**src/rtl/core/rwpo_pkg.sv**
```systemverilog
// ----------------------------------------------------------------------------
// rwpo_pkg
// Shared types and constants of the ROM word patch and overlay unit.
// ----------------------------------------------------------------------------
`default_nettype none

package rwpo_pkg;

    localparam int NUM_PATCHES   = 4;
    localparam int OVERLAY_WORDS = 32768;
    localparam int NUM_REGS      = 3 * NUM_PATCHES + 1;
    localparam int REG_IDX_W     = $clog2(NUM_REGS);
    localparam int MODE_REG      = 3;

    localparam int ADDR_W        = 22;
    localparam int WORD_W        = 16;
    localparam int ADDR_HI_SHIFT = 8;

    localparam logic [WORD_W-1:0] ADDR_HI_MASK = 16'h3f00;
    localparam logic [WORD_W-1:0] MODE_MAGIC   = 16'hffff;
    localparam logic [7:0]        PRO2_OFFSET  = 8'h78;

    typedef enum logic [1:0] {
        OP_WRITE  = 2'd0,
        OP_READ   = 2'd1,
        OP_SWITCH = 2'd2,
        OP_RESET  = 2'd3
    } op_t;

    typedef enum logic [1:0] {
        SW_OFF     = 2'd0,
        SW_ON      = 2'd1,
        SW_TRAINER = 2'd2,
        SW_NONE    = 2'd3
    } switch_t;

    typedef enum logic [1:0] {
        BOARD_PLAIN = 2'd0,
        BOARD_PRO1  = 2'd1,
        BOARD_PRO2  = 2'd2,
        BOARD_ALT   = 2'd3
    } board_t;

    function automatic int patch_base(input int k);
        return (k == 0) ? 0 : 3 * k + 1;
    endfunction

endpackage

`default_nettype wire

```
**src/rtl/core/rom_word_patch_overlay_unit.sv**
```systemverilog
// ----------------------------------------------------------------------------
// rom_word_patch_overlay_unit
// ROM patch unit: register bank, latched patches, internal ROM overlay.
// ----------------------------------------------------------------------------
//  channel  | handshake                 | payload
//  ---------+---------------------------+----------------------------------------
//  in       | in_valid / in_stall       | op, bus_offset, write_data,
//           |                           | read_word_addr, original_word,
//           |                           | switch_pos, hard_reset
//  out      | out_valid / out_stall     | read_data, patched, internal_rom,
//           |                           | switch_state
//  cfg      | cfg_valid / cfg_ready     | board_type
//
//  The input register feeds one pass of decode, compare and update logic into
//  the result register. One beat per cycle is sustained while out does not
//  stall; the four patch comparators work in parallel.
//  State updates when a beat moves from the input register to the result
//  register. A stalled result holds the input register, which then stalls in.
//  Reset clears the register bank, latched patches and switch, maps the overlay.
// ----------------------------------------------------------------------------
`default_nettype none

module rom_word_patch_overlay_unit (
    input  wire logic        clk,
    input  wire logic        rst_n,

    input  wire logic        cfg_valid,
    output logic             cfg_ready,
    input  wire logic [1:0]  board_type,

    input  wire logic        in_valid,
    output logic             in_stall,
    input  wire logic [1:0]  op,
    input  wire logic [15:0] bus_offset,
    input  wire logic [15:0] write_data,
    input  wire logic [21:0] read_word_addr,
    input  wire logic [15:0] original_word,
    input  wire logic [1:0]  switch_pos,
    input  wire logic        hard_reset,

    output logic             out_valid,
    input  wire logic        out_stall,
    output logic [15:0]      read_data,
    output logic             patched,
    output logic             internal_rom,
    output logic [1:0]       switch_state
);

    localparam int NP = rwpo_pkg::NUM_PATCHES;
    localparam int NR = rwpo_pkg::NUM_REGS;
    localparam int IW = rwpo_pkg::REG_IDX_W;
    localparam int AW = rwpo_pkg::ADDR_W;
    localparam int WW = rwpo_pkg::WORD_W;

    rwpo_pkg::board_t  board_reg;

    logic              s1_valid_reg;
    rwpo_pkg::op_t     s1_op_reg;
    logic [15:0]       s1_offset_reg;
    logic [WW-1:0]     s1_wdata_reg;
    logic [AW-1:0]     s1_raddr_reg;
    logic [WW-1:0]     s1_orig_reg;
    logic [1:0]        s1_pos_reg;
    logic              s1_hard_reg;

    logic [WW-1:0]     regs_reg  [NR];
    logic [WW-1:0]     regs_next [NR];
    logic [AW-1:0]     paddr_reg  [NP];
    logic [AW-1:0]     paddr_next [NP];
    logic [WW-1:0]     pdata_reg  [NP];
    logic [WW-1:0]     pdata_next [NP];
    rwpo_pkg::switch_t sw_reg;
    rwpo_pkg::switch_t sw_next;
    logic              overlay_reg;
    logic              overlay_next;

    logic              out_valid_reg;
    logic [WW-1:0]     rdata_reg;
    logic [WW-1:0]     rdata_next;
    logic              patched_reg;
    logic              patched_next;
    logic              inrom_reg;
    logic              inrom_next;

    logic              in_fire;
    logic              s1_adv;

    assign cfg_ready = 1'b1;
    assign s1_adv    = s1_valid_reg && (!out_valid_reg || !out_stall);
    assign in_stall  = s1_valid_reg && out_valid_reg && out_stall;
    assign in_fire   = in_valid && !in_stall;

    assign out_valid    = out_valid_reg;
    assign read_data    = rdata_reg;
    assign patched      = patched_reg;
    assign internal_rom = inrom_reg;
    assign switch_state = sw_reg;

    always_comb
    begin
        logic [14:0]       idx;
        logic [WW-1:0]     mode_val;
        logic              do_latch;
        logic              do_clear;
        logic              patch_en;
        rwpo_pkg::switch_t pos;
        int                b;

        idx      = s1_offset_reg[15:1];
        mode_val = '0;
        do_latch = 1'b0;
        do_clear = 1'b0;
        patch_en = 1'b0;
        pos      = rwpo_pkg::switch_t'(s1_pos_reg);
        b        = 0;

        for (int r = 0; r < NR; r++)
        begin
            regs_next[r] = regs_reg[r];
        end
        for (int k = 0; k < NP; k++)
        begin
            paddr_next[k] = paddr_reg[k];
            pdata_next[k] = pdata_reg[k];
        end
        sw_next      = sw_reg;
        overlay_next = overlay_reg;
        rdata_next   = '0;
        patched_next = 1'b0;
        inrom_next   = 1'b0;

        unique case (s1_op_reg)
            rwpo_pkg::OP_WRITE:
            begin
                if (board_reg == rwpo_pkg::BOARD_PRO2)
                begin
                    if (s1_offset_reg[7:0] == rwpo_pkg::PRO2_OFFSET &&
                        s1_wdata_reg == rwpo_pkg::MODE_MAGIC)
                    begin
                        overlay_next = 1'b0;
                    end
                end
                else if (idx < 15'(NR))
                begin
                    regs_next[idx[IW-1:0]] = s1_wdata_reg;
                    mode_val = regs_next[rwpo_pkg::MODE_REG];
                    if (mode_val == rwpo_pkg::MODE_MAGIC)
                    begin
                        do_latch     = (sw_reg == rwpo_pkg::SW_ON);
                        overlay_next = 1'b0;
                    end
                end
            end
            rwpo_pkg::OP_READ:
            begin
                rdata_next = s1_orig_reg;
                patch_en   = (sw_reg == rwpo_pkg::SW_ON) &&
                             (board_reg != rwpo_pkg::BOARD_PRO2);
                if (overlay_reg && s1_raddr_reg < AW'(rwpo_pkg::OVERLAY_WORDS))
                begin
                    inrom_next = 1'b1;
                end
                else if (patch_en)
                begin
                    for (int k = 0; k < NP; k++)
                    begin
                        if (paddr_reg[k] == s1_raddr_reg)
                        begin
                            rdata_next   = pdata_reg[k];
                            patched_next = 1'b1;
                        end
                    end
                end
            end
            rwpo_pkg::OP_SWITCH:
            begin
                if (pos == rwpo_pkg::SW_TRAINER &&
                    board_reg != rwpo_pkg::BOARD_PRO1 &&
                    board_reg != rwpo_pkg::BOARD_PRO2)
                begin
                    pos = rwpo_pkg::SW_OFF;
                end
                if (pos != rwpo_pkg::SW_NONE)
                begin
                    do_latch = (pos == rwpo_pkg::SW_ON) && (sw_reg != rwpo_pkg::SW_ON);
                    sw_next  = pos;
                end
            end
            rwpo_pkg::OP_RESET:
            begin
                do_clear = s1_hard_reg || (sw_reg == rwpo_pkg::SW_TRAINER);
            end
        endcase

        if (do_latch)
        begin
            for (int k = 0; k < NP; k++)
            begin
                b = rwpo_pkg::patch_base(k);
                pdata_next[k] = regs_next[IW'(b)];
                paddr_next[k] = AW'(regs_next[IW'(b + 1)]) |
                                (AW'(regs_next[IW'(b + 2)] & rwpo_pkg::ADDR_HI_MASK)
                                 << rwpo_pkg::ADDR_HI_SHIFT);
            end
        end

        if (do_clear)
        begin
            for (int r = 0; r < NR; r++)
            begin
                regs_next[r] = '0;
            end
            for (int k = 0; k < NP; k++)
            begin
                paddr_next[k] = '0;
                pdata_next[k] = '0;
            end
            overlay_next = 1'b1;
        end
    end

    always_ff @(posedge clk or negedge rst_n)
    begin
        if (!rst_n)
        begin
            board_reg <= rwpo_pkg::BOARD_PLAIN;
        end
        else if (cfg_valid && cfg_ready)
        begin
            board_reg <= rwpo_pkg::board_t'(board_type);
        end
    end

    always_ff @(posedge clk or negedge rst_n)
    begin
        if (!rst_n)
        begin
            s1_valid_reg <= 1'b0;
        end
        else if (in_fire)
        begin
            s1_valid_reg <= 1'b1;
        end
        else if (s1_adv)
        begin
            s1_valid_reg <= 1'b0;
        end
    end

    always_ff @(posedge clk)
    begin
        if (in_fire)
        begin
            s1_op_reg     <= rwpo_pkg::op_t'(op);
            s1_offset_reg <= bus_offset;
            s1_wdata_reg  <= write_data;
            s1_raddr_reg  <= read_word_addr;
            s1_orig_reg   <= original_word;
            s1_pos_reg    <= switch_pos;
            s1_hard_reg   <= hard_reset;
        end
    end

    always_ff @(posedge clk or negedge rst_n)
    begin
        if (!rst_n)
        begin
            for (int r = 0; r < NR; r++)
            begin
                regs_reg[r] <= '0;
            end
            for (int k = 0; k < NP; k++)
            begin
                paddr_reg[k] <= '0;
                pdata_reg[k] <= '0;
            end
            sw_reg      <= rwpo_pkg::SW_OFF;
            overlay_reg <= 1'b1;
        end
        else if (s1_adv)
        begin
            regs_reg    <= regs_next;
            paddr_reg   <= paddr_next;
            pdata_reg   <= pdata_next;
            sw_reg      <= sw_next;
            overlay_reg <= overlay_next;
        end
    end

    always_ff @(posedge clk or negedge rst_n)
    begin
        if (!rst_n)
        begin
            out_valid_reg <= 1'b0;
        end
        else if (s1_adv)
        begin
            out_valid_reg <= 1'b1;
        end
        else if (!out_stall)
        begin
            out_valid_reg <= 1'b0;
        end
    end

    always_ff @(posedge clk)
    begin
        if (s1_adv)
        begin
            rdata_reg   <= rdata_next;
            patched_reg <= patched_next;
            inrom_reg   <= inrom_next;
        end
    end

endmodule

`default_nettype wire
```
**config.mk**
```make
export PLATFORM = sky130hd
export DESIGN_NAME = rom_word_patch_overlay_unit
export DESIGN_NICKNAME = d
export VERILOG_FILES = /design/src/rtl/core/rwpo_pkg.sv /design/src/rtl/core/rom_word_patch_overlay_unit.sv
export SDC_FILE = /design/constraint.sdc
export NUM_CORES = 1
export LEC_CHECK = 0
export BUFFER_PORTS_ARGS = -buffer_cell sky130_fd_sc_hd__buf_2
export CORE_MARGIN = 2
export CORE_UTILIZATION = 40
export DETAILED_ROUTE_END_ITERATION = 8
export PLACE_DENSITY = 0.62
export SLEW_MARGIN = 20
export SYNTH_ARGS = -nofsm -noshare
export SYNTH_HDL_FRONTEND = slang
export SYNTH_SLANG_ARGS = --single-unit
export TNS_END_PERCENT = 50
```
**constraint.sdc**
```tcl
create_clock -name clk -period 3 [get_ports clk]
set_clock_uncertainty 0.1 [all_clocks]
set_input_delay 0.6 -clock clk [delete_from_list [all_inputs] [get_ports clk]]
set_output_delay 0.6 -clock clk [all_outputs]
set_load 0.01 [all_outputs]
```
== Yosys cells after proc, flatten, opt, wreduce, memory -nomap -nowiden ==
Cells that the tools add are included.
Operators by class
  order comparisons: 4
  equality and inequality tests: 22
  mux-type cells: 40
  bitwise gates (word level): 5
  reductions and logical operators: 28
Operators with widths (number)
  208-bit 2-to-1 mux: 4
  208-bit bitwise mux: 1
  88-bit 2-to-1 mux: 2
  64-bit 2-to-1 mux: 2
  16-bit 2-to-1 mux: 7
  22-bit equality test: 4
  16-bit demux with 4-bit select: 1
  16-bit by 22-bit OR with 22-bit output: 2
  16-bit equality test (second input constant): 2
  22-bit by 16-bit < comparator with 1-bit output (second input constant): 1
  1-bit 2-to-1 mux: 20
  15-bit by 4-bit < comparator with 1-bit output (second input constant): 1
  1-bit logical AND: 11
  2-bit equality test (second input constant): 5
  8-bit by 7-bit equality test with 1-bit output (second input constant): 1
  2-bit by 1-bit != test with 1-bit output (second input constant): 4
  2-bit nonzero test: 4
  2-bit by 1-bit equality test with 1-bit output (second input constant): 3
  3-bit nonzero test: 2
  5-bit greater-or-equal comparator (second input constant): 1
  5-bit by 1-bit < comparator with 1-bit output (second input constant): 1
  4-bit NOT with 5-bit output: 1
  5-bit AND reduction: 1
  2-bit 2-to-1 mux: 2
  11 further kinds: 16
Word-level totals
  flip-flop bits (word level): 460
  bits of input ports: 82
  output and inout bits: 23

== Longest topological paths before layout ==
  depth in word-level cells: 13
  depth in mapped cells: 10
  depth with buffers taken out: 6

== Least setup slack after synthesis ==
Ideal clock, no wire load.
  path type: input to register
  from: input port out_stall
  to: register s1_hard_reg (enable)
  setup time: 0.441 ns
  data arrival time: 2.477 ns
  data required time: 2.459 ns
  path slack: -0.018 ns
  cell stages on the path: 2
  path buffers: 0
  path through: nand3_1 -> and2_1
On the way
  word-level cells in the longest chain between the ends: 3
Ends and longest elaborated chain
  start: declaration: line rom_word_patch_overlay_unit.sv:42  | input wire logic out_stall,
  1-bit logical AND: line rom_word_patch_overlay_unit.sv:90  | assign in_stall = s1_valid_reg && out_valid_reg && out_stall;
  1-bit logical NOT: line rom_word_patch_overlay_unit.sv:91  | assign in_fire = in_valid && !in_stall;
  1-bit logical AND: line rom_word_patch_overlay_unit.sv:91
  via in_fire: line rom_word_patch_overlay_unit.sv:85  | logic in_fire;
  end signal: assignment: line rom_word_patch_overlay_unit.sv:260  | s1_hard_reg <= hard_reset;
  end: declaration: line rom_word_patch_overlay_unit.sv:64  | logic s1_hard_reg;
The timed path passes the listed nets, and every way through them passes these cells.
A chain may end at the register's enable or synchronous reset.

== Worst setup path in the final report ==
  from: register s1_offset_reg[5]
  to: register paddr_reg[78] in the netlist's numbering
On the way
  word-level cells in the longest chain between the ends: 7
  elaborated cells between the ends (all ways): 12
  classes of those cells: order compare (1); mux (8); bitwise (1); reduce/logical (2)
Ends and longest elaborated chain
  start: declaration: line rom_word_patch_overlay_unit.sv:59  | logic [15:0] s1_offset_reg;
  start signal: assignment: line rom_word_patch_overlay_unit.sv:255  | s1_offset_reg <= bus_offset;
  15-bit by 4-bit < comparator with 1-bit output *: line rom_word_patch_overlay_unit.sv:143  | else if (idx < 15'(NR))
  208-bit 2-to-1 mux: line rom_word_patch_overlay_unit.sv:143
  208-bit 2-to-1 mux: line rom_word_patch_overlay_unit.sv:135  | if (board_reg == rwpo_pkg::BOARD_PRO2)
  208-bit 2-to-1 mux: line rom_word_patch_overlay_unit.sv:132  | unique case (s1_op_reg)
  16-bit by 22-bit OR with 22-bit output: line rom_word_patch_overlay_unit.sv:201  | paddr_next[k] = AW'(regs_next[IW'(b + 1)]) |
  88-bit 2-to-1 mux: line rom_word_patch_overlay_unit.sv:195  | if (do_latch)
  88-bit 2-to-1 mux: line rom_word_patch_overlay_unit.sv:207  | if (do_clear)
  end signal: assignment: line rom_word_patch_overlay_unit.sv:283  | paddr_reg <= paddr_next;
  end: declaration: line rom_word_patch_overlay_unit.sv:68  | logic [AW-1:0] paddr_reg [NP];
Mark *: on every way between the ends. The rest lies on a longest branch, timed or not. The select of a mux whose other input is x is not followed.

==> reports/metrics.yaml <==
placed_design:
  place_area_um2: 13200
  gp_congestion: 0.793
  dpl.hpwl_mm: 19.4
  dp_cells: 1357
  pre_cts_ws_ns: 0.0571
  portBuffers: 103
timing:
  timing.hold.ws_ns: 0.131
  period_needed_ns: 2.89
  fin_setup_tns_ns: 0
  fmax_ghz: 0.347
  rsz0062_at_grt: "no"
  slew_headroom_pct: 31.3
  setup_viol: 0
  finalMaxSlewViolations: 0
  hold_violations: 0
  setup_slack_ns: 0.114
  finalCritPeriodShare_pct: 96.2
  worst_slew_pin_slew_ns: 1.02
power_and_ir_drop:
  power_frac_comb_pct: 7.0
  clkPwrFrac_pct: 43.8
  total_power_mw: 8.11
  switchingPower_mw: 1.86
  power.share.sequential_pct: 49.2
  leakage_nw: 6.32
  p_int_mw: 6.25
  p_per_area_nw_per_um2: 573
  ir_drop_v: 0.000406
  netSwitchingFraction_pct: 22.9
setup_path:
  critPathMaxStageDelay_ns: 0.53
  crit_chain: "or4_1, or4_4, buf_4, nor4_4, buf_4, buf_12, mux2i_2, nor2_1, mux2_4"
  end_kind: "flop"
  cp.arrival_ns: 3.21
  crit_type: "flop to flop"
  critPathRequiredTime_ns: 3.33
  crit_top_cell: "buf_4"
  critPathLaunchType: "flop"
  crit_fanout: 8
  slowest_stage: "or4_1"
drt:
  drtAntennaViolNets: 0
  vias: 7555
  drtIter0Drc: 483
  wl_per_cell_um: 20.1
  drc: 0
  drt_first_pass_iters: 5
  vias_per_cell: 5.36
  routed_wl_mm: 28.4
synthesis:
  synth_seq_cells: 268
  synthCells: 873
  yosysSeqAreaShare_pct: 60.7
  synthTopCellsByArea: "dfrtp_1 37%, edfxtp_1 24%, a22o_1 6.7%"
  yosysTopAreaCell: "dfrtp_1"
  synth_cell_types: 55
  synth.avg_cell_area_um2: 13.5
  syn-num-nets: 955
  synth_warnings: 0
  syn_area_um2: 11800
  yosysTopAreaCellShare_pct: 36.9
final_layout:
  drive_above_1_share_pct: 30.1
  n_antenna_cell: 0
  fill_cells: 2552
  fin_util_pct: 49.1
  register_area_um2: 7170
  multi_input_area_um2: 4370
  area_growth_pct: 19.9
  design_area_um2: 14200
  largest_reg_flops: 92
  num-nets-final: 1088
  finalNonFillerCells: 1410
die:
  die_h_um: 176
  io_pins: 105
  start_util_pct: 40.9
  core.rowCount: 62
  die_w_um: 176
  coreArea_um2: 28900
  dieArea_um2: 30900
global_route:
  grt_pass1_wl_mm: 44.6
  grt_pass1_vias: 7718
  grt-ovfl-total: 0
  antenna_found_initial: 0
  grt_max_degree: 62
  grtUsageTotal_pct: 18.4
clock_tree:
  clock_path_buffers: 3
  clk_latency_ns: 0.54
  cts.sinks: 268
  cts_root_buffer: "clkbuf_16"
  numCtsBuffers: 29
  cts.htree.levels: 1
  clk_pin_slew_ns: 0.06
  cts_tree: "yes"
hold_path:
  holdCritPathClass: "input pin to flop"
flow_run:
  drv_cap: 0
outcome:
  status: "finished, final reports clean"
[timing repair]
| item | CTS | global route |
|---|---|---|
| endpoints found under the hold margin | 57 | 0 |
| resized for setup | 0 | 6 |
| hold buffers | 1 | 0 |
| setup buffers | 0 | 1 |
| setup endpoints to repair | 0 | 60 |
[worst paths after layout]
check                                 to  cells after the start  slack [ns]              from
hold / removal               s1_hard_reg                      1        0.13        hard_reset
hold reg to reg                out_valid                      1        0.40      s1_valid_reg
min in group asynchronous  paddr_reg[46]                      2        0.51             rst_n
max in group asynchronous  paddr_reg[61]                      3        1.50             rst_n
setup / recovery           paddr_reg[78]                      9        0.11  s1_offset_reg[5]
setup reg to reg           paddr_reg[78]                      9        0.11  s1_offset_reg[5]
[power by group through the flow]
stage | Clock (mW) | Combinational, mW | Sequential [mW]
final | 3.55 | 0.566 | 3.99
after global routing | 3.76 | 0.617 | 4.00
after CTS | 3.62 | 0.575 | 3.99
after detailed placement | 0 | 0.572 | 4.06
after global placement | 0 | 0.565 | 4.06
after floorplan | 0 | 0.266 | 4.05
[cells in the mapped netlist (all sizes together)]
library cell  count
dfrtp           174
edfxtp           93
a22o             91
mux2             79
nor2             70
mux2i            61
nand2            42
xor2             38
buf              33
clkbuf           30
nor4             23
and2             21
a21oi            17
a221o            15
o21ai            13
nand4            12
inv               7
nand2b            7
nor3              6
xnor2             6
nand3             5
nor2b             4
or4               4
or2               3
nand4b            2
o31ai             2
a2111oi           1
a221oi            1
a22oi             1
a31o              1
and3              1
and4              1
conb              1
dfstp             1
nor3b             1
nor4b             1
nor4bb            1
o211ai            1
o21bai            1
o311ai            1
o32ai             1
[layout by cell type (no fill, tap or decap), types with 3 or more instances in the layout]
cell,count
dfrtp_1,174
buf_2,102
edfxtp_1,93
a22o_1,91
nor2_1,69
mux2i_1,60
buf_4,47
nand2_1,42
mux2_4,40
mux2_2,39
xor2_1,38
clkbuf_16,30
nor4_1,18
and2_1,18
a21oi_1,16
a221o_1,15
buf_12,13
nand4_1,12
clkbuf_8,9
clkbuf_1,8
inv_1,7
nand2b_1,7
o21ai_1,6
xnor2_1,6
nand3_1,5
o21ai_0,5
nor3_1,4
nor2b_1,4
nor4_4,4
or4_1,3
[kinds of logic (layout without fill, tap and decap cells)]
kind of cell	after synthesis	after routing	share of synthesized area [%]
compound gates	146	146	10.2
xor+xnor	44	44	3.26
buf+inv	70	223	2.84
flops	268	268	60.7
mux	140	140	14.0
other cells	1	1	0.0318
simple gates	204	204	8.99
[layout make-up]
class                      count  share of cell area [%]
inverter                       7                   0.186
tap                          384                    3.39
multi-input combinational    535                    30.9
clock inverter                 4                   0.345
timing repair buffer         165                    8.16
clock buffer                  47                    6.39
sequential                   268                    50.6
[worst max-delay path, delay by kind of cell (launching register included)]
kind,cells,cell delay [ns]
buffers and inverters,3,0.54
DFF,1,0.37
muxes,2,0.51
and+or+nand+nor,4,1.24
[routing by layer]
layer / wire length [µm] / global-route usage, % / vias up
met3: 1220 / 3.23 / 36
met1: 13600 / 27.0 / 3844
met2: 13000 / 28.8 / 185
met4: 561 / 3.99 / 0
li1: - / - / 3490
met5: 0 / 0 / -
No activity file was read; power rests on OpenSTA's default activity.
